**src/pd_pkg.sv**
```systemverilog
// shared types, constants and helpers for the percent decoder
package pd_pkg;

  localparam logic [7:0] PCT_CHAR = 8'h25;

  // command queue between front and back
  localparam int QUEUE_DEPTH = 2;
  localparam int QPTR_W      = $clog2(QUEUE_DEPTH);
  localparam int QCNT_W      = $clog2(QUEUE_DEPTH + 1);

  // escape tracking state
  typedef enum logic [1:0] {
    HOLD_NONE  = 2'd0,
    HOLD_PCT   = 2'd1,
    HOLD_DIGIT = 2'd2
  } hold_t;

  // one input's worth of output bytes, emitted in order data[0] first
  typedef struct packed {
    logic [1:0]      cnt;
    logic [2:0][7:0] data;
    logic            last;
  } cmd_t;

  typedef struct packed {
    logic       ok;
    logic [3:0] val;
  } hex_t;

  function automatic hex_t hex_decode(input logic [7:0] c);
    hex_t h;
    h.ok  = 1'b0;
    h.val = 4'd0;
    if (c >= 8'h30 && c <= 8'h39) begin
      h.ok  = 1'b1;
      h.val = 4'(c - 8'h30);
    end else if (c >= 8'h41 && c <= 8'h46) begin
      h.ok  = 1'b1;
      h.val = 4'(c - 8'h37);
    end else if (c >= 8'h61 && c <= 8'h66) begin
      h.ok  = 1'b1;
      h.val = 4'(c - 8'h57);
    end
    return h;
  endfunction

endpackage

```
**src/pd_front.sv**
```systemverilog
// front end: tracks open escapes and turns each input byte into a command
module pd_front import pd_pkg::*; (
  input  logic       clk,
  input  logic       rst,
  input  logic       in_valid,
  input  logic [7:0] in_byte,
  input  logic       in_last,
  output logic       in_ready,
  output logic       cmd_valid,
  output cmd_t       cmd,
  input  logic       cmd_ready
);

  hold_t      hold;
  hold_t      hold_next;
  logic [7:0] held_char;
  logic [7:0] held_char_next;
  hex_t       hx;
  hex_t       hx_held;
  logic       accept;
  logic       opens;

  assign hx       = hex_decode(in_byte);
  assign hx_held  = hex_decode(held_char);
  assign opens    = (in_byte == PCT_CHAR) && !in_last;
  assign in_ready = cmd_ready;
  assign accept   = in_valid && in_ready;

  // next escape state
  always_comb begin
    hold_next      = HOLD_NONE;
    held_char_next = held_char;
    case (hold)
      HOLD_PCT: begin
        if (hx.ok && !in_last) begin
          held_char_next = in_byte;
          hold_next      = HOLD_DIGIT;
        end else if (!hx.ok && opens) begin
          hold_next = HOLD_PCT;
        end
      end
      HOLD_DIGIT: begin
        if (!hx.ok && opens) begin
          hold_next = HOLD_PCT;
        end
      end
      default: begin
        if (opens) begin
          hold_next = HOLD_PCT;
        end
      end
    endcase
  end

  // command built from held characters plus the new one
  always_comb begin
    logic fresh;
    cmd.cnt  = 2'd0;
    cmd.data = '0;
    cmd.last = in_last;
    fresh    = 1'b0;
    case (hold)
      HOLD_PCT: begin
        if (hx.ok && in_last) begin
          cmd.data[0] = PCT_CHAR;
          cmd.data[1] = in_byte;
          cmd.cnt     = 2'd2;
        end else if (!hx.ok) begin
          cmd.data[0] = PCT_CHAR;
          cmd.cnt     = 2'd1;
          fresh       = 1'b1;
        end
      end
      HOLD_DIGIT: begin
        if (hx.ok) begin
          cmd.data[0] = {hx_held.val, hx.val};
          cmd.cnt     = 2'd1;
        end else begin
          cmd.data[0] = PCT_CHAR;
          cmd.data[1] = held_char;
          cmd.cnt     = 2'd2;
          fresh       = 1'b1;
        end
      end
      default: begin
        fresh = 1'b1;
      end
    endcase
    if (fresh && !opens) begin
      cmd.data[cmd.cnt] = in_byte;
      cmd.cnt           = cmd.cnt + 2'd1;
    end
  end

  // inputs that only open or extend an escape produce nothing
  assign cmd_valid = in_valid && (cmd.cnt != 2'd0);

  always_ff @(posedge clk) begin
    if (rst) begin
      hold      <= HOLD_NONE;
      held_char <= 8'd0;
    end else if (accept) begin
      hold      <= hold_next;
      held_char <= held_char_next;
    end
  end

endmodule

```
**src/pd_queue.sv**
```systemverilog
// small command queue between front and back
module pd_queue import pd_pkg::*; (
  input  logic clk,
  input  logic rst,
  input  logic wr_valid,
  input  cmd_t wr_cmd,
  output logic wr_ready,
  output logic rd_valid,
  output cmd_t rd_cmd,
  input  logic rd_pop
);

  cmd_t              slots [QUEUE_DEPTH];
  logic [QPTR_W-1:0] wr_ptr;
  logic [QPTR_W-1:0] rd_ptr;
  logic [QCNT_W-1:0] count;
  logic              push;
  logic              pop;

  assign wr_ready = (count != QCNT_W'(QUEUE_DEPTH));
  assign rd_valid = (count != '0);
  assign rd_cmd   = slots[rd_ptr];
  assign push     = wr_valid && wr_ready;
  assign pop      = rd_pop && rd_valid;

  always_ff @(posedge clk) begin
    if (push) begin
      slots[wr_ptr] <= wr_cmd;
    end
  end

  always_ff @(posedge clk) begin
    if (rst) begin
      wr_ptr <= '0;
      rd_ptr <= '0;
      count  <= '0;
    end else begin
      if (push) begin
        wr_ptr <= (wr_ptr == QPTR_W'(QUEUE_DEPTH - 1)) ? '0 : wr_ptr + QPTR_W'(1);
      end
      if (pop) begin
        rd_ptr <= (rd_ptr == QPTR_W'(QUEUE_DEPTH - 1)) ? '0 : rd_ptr + QPTR_W'(1);
      end
      if (push && !pop) begin
        count <= count + QCNT_W'(1);
      end else if (pop && !push) begin
        count <= count - QCNT_W'(1);
      end
    end
  end

endmodule

```
**src/pd_back.sv**
```systemverilog
// back end: sends the bytes of the head command one per cycle while out_ready is high
module pd_back import pd_pkg::*; (
  input  logic       clk,
  input  logic       rst,
  input  logic       cmd_valid,
  input  cmd_t       cmd,
  output logic       cmd_pop,
  output logic       out_valid,
  output logic [7:0] out_byte,
  output logic       run_last,
  output logic       string_end,
  input  logic       out_ready
);

  logic [1:0] idx;
  logic       fire;

  assign out_valid  = cmd_valid;
  assign out_byte   = cmd.data[idx];
  assign run_last   = (idx == cmd.cnt - 2'd1);
  assign string_end = run_last && cmd.last;
  assign fire       = out_valid && out_ready;
  assign cmd_pop    = fire && run_last;

  always_ff @(posedge clk) begin
    if (rst) begin
      idx <= 2'd0;
    end else if (fire) begin
      idx <= run_last ? 2'd0 : idx + 2'd1;
    end
  end

endmodule

```
**src/percent_decoder.sv**
```systemverilog
// top level of the streaming url percent decoder
//
// input stream (s_*): one encoded character per request, s_tlast on the
//   final character of a string; accepted when s_tvalid and s_tready are high
// output stream (m_*): one decoded character per request, m_tuser marks the
//   last character produced by an input, m_tlast the last of the string
// "%hh" in either case becomes one byte; a broken escape sends '%' and the
//   held digit literally and the breaking character is handled afresh
// an input gives zero to three output characters; the front end classifies
//   it in the accept cycle and drops a command into a two-entry queue, the
//   back end drains one character per cycle while m_tready is high
// a command is registered in the queue when its input is accepted and is
//   sent once at the head; throughput is one input per cycle while inputs
//   give at most one character and m_tready is high; longer ones hold the head
// reset: clears any open escape and empties the queue
// receiver stall: output holds; the queue fills and then s_tready drops
module percent_decoder import pd_pkg::*; (
  input  logic       clk,
  input  logic       rst,
  input  logic       s_tvalid,
  output logic       s_tready,
  input  logic [7:0] s_tdata,   // [7:0] in_byte
  input  logic       s_tlast,   // in_last
  output logic       m_tvalid,
  input  logic       m_tready,
  output logic [7:0] m_tdata,   // [7:0] out_byte
  output logic       m_tuser,   // run_last
  output logic       m_tlast    // string_end
);

  logic front_valid;
  cmd_t front_cmd;
  logic front_ready;
  logic head_valid;
  cmd_t head_cmd;
  logic head_pop;

  // escape tracking and command build
  pd_front u_front (
    .clk       (clk),
    .rst       (rst),
    .in_valid  (s_tvalid),
    .in_byte   (s_tdata),
    .in_last   (s_tlast),
    .in_ready  (s_tready),
    .cmd_valid (front_valid),
    .cmd       (front_cmd),
    .cmd_ready (front_ready)
  );

  // decouples classification from output pacing
  pd_queue u_queue (
    .clk      (clk),
    .rst      (rst),
    .wr_valid (front_valid),
    .wr_cmd   (front_cmd),
    .wr_ready (front_ready),
    .rd_valid (head_valid),
    .rd_cmd   (head_cmd),
    .rd_pop   (head_pop)
  );

  // serializes each command onto the output stream
  pd_back u_back (
    .clk        (clk),
    .rst        (rst),
    .cmd_valid  (head_valid),
    .cmd        (head_cmd),
    .cmd_pop    (head_pop),
    .out_valid  (m_tvalid),
    .out_byte   (m_tdata),
    .run_last   (m_tuser),
    .string_end (m_tlast),
    .out_ready  (m_tready)
  );

endmodule
```
**config.mk**
```make
export PLATFORM = sky130hd
export DESIGN_NAME = percent_decoder
export DESIGN_NICKNAME = d
export VERILOG_FILES = /design/src/pd_pkg.sv /design/src/pd_front.sv /design/src/pd_queue.sv /design/src/pd_back.sv /design/src/percent_decoder.sv
export SDC_FILE = /design/constraint.sdc
export NUM_CORES = 1
export LEC_CHECK = 0
export BUFFER_PORTS_ARGS = -buffer_cell sky130_fd_sc_hd__buf_2
export CAP_MARGIN = 15
export CORE_MARGIN = 2
export CORE_UTILIZATION = 45
export CTS_CLUSTER_SIZE = 8
export DETAILED_ROUTE_END_ITERATION = 6
export PLACE_DENSITY = 0.7
export SLEW_MARGIN = 10
export SYNTH_ARGS = -nofsm -noshare
export SYNTH_HDL_FRONTEND = slang
export SYNTH_HIERARCHICAL = 1
export SYNTH_SLANG_ARGS = --single-unit
```
**constraint.sdc**
```tcl
create_clock -name clk -period 3.5 [get_ports clk]
set_clock_uncertainty 0.05 [all_clocks]
set_input_delay 0 -clock clk [delete_from_list [all_inputs] [get_ports clk]]
set_output_delay 0 -clock clk [all_outputs]
set_load 0.03 [all_outputs]
```
==> flow_summary.ini, run 1 <==
[outcome]
run_status = finished, final reports clean

[critical_path]
path_class = in -> reg
endpoint_kind = register
cp-start-kind = input pin
required_ns = 3.72
critPathTopFamily = simple AND/OR/NAND/NOR gates
crit_path_start = s_tdata[5]
crit_chain = dlygate4sd3_1, buf_2, nand4bb_1, a21oi_4, nor2_1, mux2i_1, or2_2, ha_1, and3_1, o41a_1, and2_1, ha_1, or3_1, a21oi_1
critPathMaxFanout = 6
max_stage_delay_ns = 0.52
r2r_start = u_front/hold[0]$_SDFFE_PP0P_
critPathSlowestCell = dlygate4sd3_1
worstPathArrival_ns = 3.48
path_common_cell = ha_1
path_buf_inv = 2

[grt]
antenna_found_initial = 0
grt_usage = 0.172
grt_pass1_vias = 2589
grt-ovfl-total = 0
grt_pass1_wl_um = 12800
grt_max_degree = 28

[yosys]
syn_nets = 344
synth_edf_count = 54
synth_cell_types = 60
synth_warnings = 6
synth_seq_cells = 71
syn_area_mm2 = 0.00387
yosys.area.top_type_share = 0.419
synth_most_common_cell = edfxtp_1
netlist_top_cells_area = edfxtp_1 (42%), dfxtp_1 (8.8%), mux2_2 (7.9%)
synth_flop_cell = edfxtp_1
synth_seq_area_share = 0.507
synth_cells = 319
yosys.area.top_type = edfxtp_1
synth_common_cells = edfxtp_1 (54), mux2_2 (27), nand2_1 (21), dfxtp_1 (17), mux2i_1 (17)
avgSynthCellArea_um2 = 12.1
synthArstFlopShare = 0

[placement]
port_buffers = 24
routabilityCongestion = 0.877
dp_hpwl_um = 5400

[floorplanning]
die-area_mm2 = 0.00936
num_rows = 33
start_util = 0.467
die_w_um = 96.8
io_pins = 25
chipHeight_um = 96.8
core_area_mm2 = 0.00830

[clocking]
cts_tree = built
postCtsHoldBufs = 9
cts_sinks = 71
htreeDepth = 3
post_cts_buffers = 0
cts_buffer_depth = 2
path_clk_slew_ns = 0.08
post_cts_resize_count = 0
clk_latency_ns = 0.33
root_buffer = clkbuf_8
cts_made_buffers = 9

[layout]
utilization = 0.538
synthToLayoutAreaGrowth_pct = 15.3
final_nets = 383
register_area_mm2 = 0.00196
fillers = 692
drive_gt1_frac = 0.270
multi_input_area_mm2 = 0.00173
antenna_cells = 0

[drt]
dr.pass1.iters = 4
drtIter0Drc = 157
ant_nets = 0
remaining_drc_errors = 0
viasPerCell = 5.55
vias = 2596
wl_per_cell_um = 16.5
wl_um = 7740

[pwr]
power.leakage_nw = 1.68
cellPowerDensity_mw_per_mm2 = 547
peakVddDrop_mv = 0.237

[timing]
setup_violations = 0
layout_min_cycle_time_ns = 3.26
max_freq_ghz = 0.307
slew_headroom = 0.489
worst_pin_slew_ns = 0.766
hold_slack_ns = 0.0337
finalCritPeriodShare = 0.932
rsz0062_at_grt = false
hold_viol = 0
slew_violations = 0

[job]
max-cap-violations = 0

[min_path]
hold_path.class = in -> reg
hold_start = s_tvalid
## cells by family (layout without fill, tap and decap cells)
logic type,Yosys count,after routing,synth area share
AND/OR/NAND/NOR,94,94,0.135
flip-flops,71,71,0.507
AO/OA/AOI/OAI,61,61,0.134
multiplexers,44,44,0.122
buffers and inverters,30,74,0.0468
adder cells (fa/ha/maj),12,12,0.0388
XOR/XNOR,7,7,0.0158
## metal layers
metal  up-vias  part of all wire  GRT usage
met5         -                 0          0
met4         0             0.012     0.0596
li1       1274                 -          -
met2        41              0.49      0.286
met1      1277              0.47      0.223
met3         4             0.028     0.0368
## layout make-up
| class | instances | area share |
|---|---|---|
| well taps | 105 | 0.0294 |
| clock inverters | 7 | 0.0286 |
| flip-flops and latches | 71 | 0.440 |
| repair buffers | 49 | 0.0796 |
| multi-input cells | 218 | 0.387 |
| clock buffers | 9 | 0.0278 |
| inverters | 9 | 0.00757 |
## tightest hold or removal path: stages
cell,delay [ns]
buf_2,0.12
nand2_1,0.10
a22oi_1,0.09
nor2_1,0.08
## per-stage QoR
step	instance area (um2)	setup TNS (ns)	std cells	setup WS, ns	total power, mW
floorplan	3870	0	319	0.0987	1.51
global placement	4120	0	443	0.0467	1.64
detailed placement	4120	-0.0315	443	-0.0315	1.65
CTS	4460	0	468	0.245	2.47
global route	4460	0	468	0.0371	2.57
finish	4460	0	468	0.238	2.44
## power breakdown
part / switching, mW / internal [mW] / total, mW
registers: 0.0458 / 1.02 / 1.07
clock network: 0.326 / 0.485 / 0.810
logic: 0.336 / 0.231 / 0.566
## worst paths after layout
kind / to / slack [ns] / cells after the start
setup / recovery: u_queue/count[1]$_SDFFE_PP0P_ / 0.24 / 14
hold / removal: u_front/hold[0]$_SDFFE_PP0P_ / 0.03 / 4
setup reg to reg: u_queue/count[1]$_SDFFE_PP0P_ / 0.33 / 11
hold reg to reg: register / 0.45 / 2
## flip-flops by register name, summed over array words and instances (netlist names), named ones only
name	count
u_queue/slots	54
u_queue/rd_ptr	1
u_queue/wr_ptr	1
u_front/hold	2
u_back/idx	2
u_front/held_char	8
u_queue/count	2
## placed cells by master (no fill, tap or decap), types with 3 or more instances in the layout
master / instances
a21o_1: 3
a21oi_1: 5
a22o_1: 8
a22oi_1: 5
and2_1: 6
and3_1: 11
buf_2: 24
buf_4: 14
bufinv_16: 3
clkbuf_8: 9
dfxtp_1: 17
dlygate4sd3_1: 9
edfxtp_1: 54
ha_1: 12
inv_1: 9
mux2_2: 27
mux2i_1: 17
nand2_1: 21
nand2b_1: 5
nand3_1: 7
nand4_1: 3
nor2_1: 16
nor2b_1: 6
nor3b_1: 4
o211ai_1: 3
o21ai_0: 3
o21ai_1: 8
o2bb2ai_1: 3
o31ai_1: 3
or2_2: 3
xor2_1: 5
(Power assumes the default switching activity.)
==> run 2: changes to the inputs <==
- RECOVER_POWER: unset -> 100
- SLEW_MARGIN: 10 -> unset
==> run 2 against run 1 <==
  * Final area is 2.1% lower
  * Via count is 0.77% higher
  * Sequential cell count stayed put
  * Largest power group unchanged
  * Highest routed layer unchanged
==> flow_summary.ini, run 2 (synthesis results as in run 1) <==
[outcome]
run_status = finished, final reports clean

[layout]
top_register = u_queue/slots
utilization = 0.526
final_nets = 383
antenna_cells = 0
fin_area_mm2 = 0.00437
final_common_cell = edfxtp_1
largest_reg_flops = 54
mostFrequentLayoutCells = edfxtp_1 (54), mux2_2 (26), nand2_1 (21)
synthToLayoutAreaGrowth_pct = 12.8
final_cell_count_no_fill = 468
drive_gt1_frac = 0.212
largestRegisters = u_queue/slots x54, u_front/held_char x8

[critical_path]
path_class = in -> reg
worstPathArrival_ns = 3.48
critPathMaxFanout = 6
max_stage_delay_ns = 0.52
path_buf_inv = 2
required_ns = 3.72
endpoint_kind = register
critPathSlowestCell = dlygate4sd3_1
cp.depth = 14
path_common_cell = ha_1
critPathTopFamily = simple AND/OR/NAND/NOR gates
crit_chain = dlygate4sd3_1, buf_2, nand4bb_1, a21oi_4, nor2_1, mux2i_1, or2_2, ha_1, and3_1, o41a_1, and2_0, ha_1, or3_1, a21oi_1
cp-start-kind = input pin
rr_worst_depth = 11

[clocking]
path_clk_slew_ns = 0.08
cts_made_buffers = 9
cts_tree = built
root_buffer = clkbuf_8
post_cts_resize_count = 0
htreeDepth = 3
cts_buffer_depth = 2
cts_sinks = 71
clk_latency_ns = 0.33
post_cts_buffers = 0

[grt]
grt_max_degree = 28
grt-ovfl-total = 0
grt_pass1_vias = 2589
antenna_found_initial = 0
grt_usage = 0.172
grt_pass1_wl_um = 12800

[timing]
setup_violations = 0
rsz0062_at_grt = false
hold_slack_ns = 0.0320
max_freq_ghz = 0.306
finalCritPeriodShare = 0.933
fin_ws_ns = 0.236
slew_headroom = 0.484
layout_min_cycle_time_ns = 3.26
worst_pin_slew_ns = 0.773
finalSetupTns_ns = 0
slew_violations = 0
hold_viol = 0

[drt]
vias = 2616
wl_um = 7780
wl_per_cell_um = 16.6
dr.pass1.iters = 4
viasPerCell = 5.59
remaining_drc_errors = 0
drtIter0Drc = 135
ant_nets = 0

[min_path]
worstHoldPathCells = 4
hold_path.class = in -> reg

[pwr]
power.total_mw = 2.42
power.leakage_nw = 1.61
cellPowerDensity_mw_per_mm2 = 553
peakVddDrop_mv = 0.236

[floorplanning]
chipHeight_um = 96.8
core_area_mm2 = 0.00830
io_pins = 25
start_util = 0.467
die_w_um = 96.8
die-area_mm2 = 0.00936
num_rows = 33

[job]
max-cap-violations = 0

[placement]
place_area_mm2 = 0.00412
dp_hpwl_um = 5400
routabilityCongestion = 0.877
dp_cells = 443
port_buffers = 24
dp_worst_setup_slack_ns = -0.0315
run 2: cell count changes in the layout (fill, tap and decap cells not counted), sizes merged:
cell    previous run  this run
buf               40        21
clkbuf             9        28
run 2: worst paths after layout:
path	startpoint	end	slack, ns
setup / recovery	s_tdata[5]	u_queue/count[1]$_SDFFE_PP0P_	0.24
hold / removal	s_tvalid	u_front/hold[0]$_SDFFE_PP0P_	0.03
setup reg to reg	u_front/hold[0]$_SDFFE_PP0P_	u_queue/count[1]$_SDFFE_PP0P_	0.32
hold reg to reg	u_queue/rd_ptr$_SDFFE_PP0P_	register	0.45
run 2: final cells by class:
type,instances,area (um2)
Inverter,9,33.8
Tap cell,105,131
Multi-Input combinational cell,218,1690
Fill cell,720,3930
Clock buffer,9,124
Timing Repair Buffer,49,303
Clock inverter,7,128
Sequential cell,71,1960
run 2: per-layer routing:
metal | global-route usage | vias to the layer above | wire (um) | share of wire
met1 | 0.223 | 1297 | 3650 | 0.47
met2 | 0.286 | 42 | 3810 | 0.49
met4 | 0.0596 | 0 | 87 | 0.011
li1 | - | 1273 | - | -
met5 | 0 | - | 0 | 0
met3 | 0.0368 | 4 | 224 | 0.029
run 2: timing repair:
item	4_1_cts	5_1_grt
hold buffers	9	0
endpoints found under the setup margin	0	0
endpoints found under the hold margin	16	0
run 2: worst reg2reg max path, cell delays in order (launching register included):
cell	delay (ns)
dfxtp_1	0.37
ha_1	0.34
and2_1	0.20
mux2i_1	0.08
or2_2	0.31
ha_1	0.27
and3_1	0.16
o41a_1	0.39
and2_0	0.15
ha_1	0.32
or3_1	0.35
a21oi_1	0.13
run 2: power breakdown:
group,internal (mW),leakage (nW),switching [mW]
Clock,0.485,0.126,0.329
Combinational,0.200,0.834,0.335
Sequential,1.02,0.652,0.0459
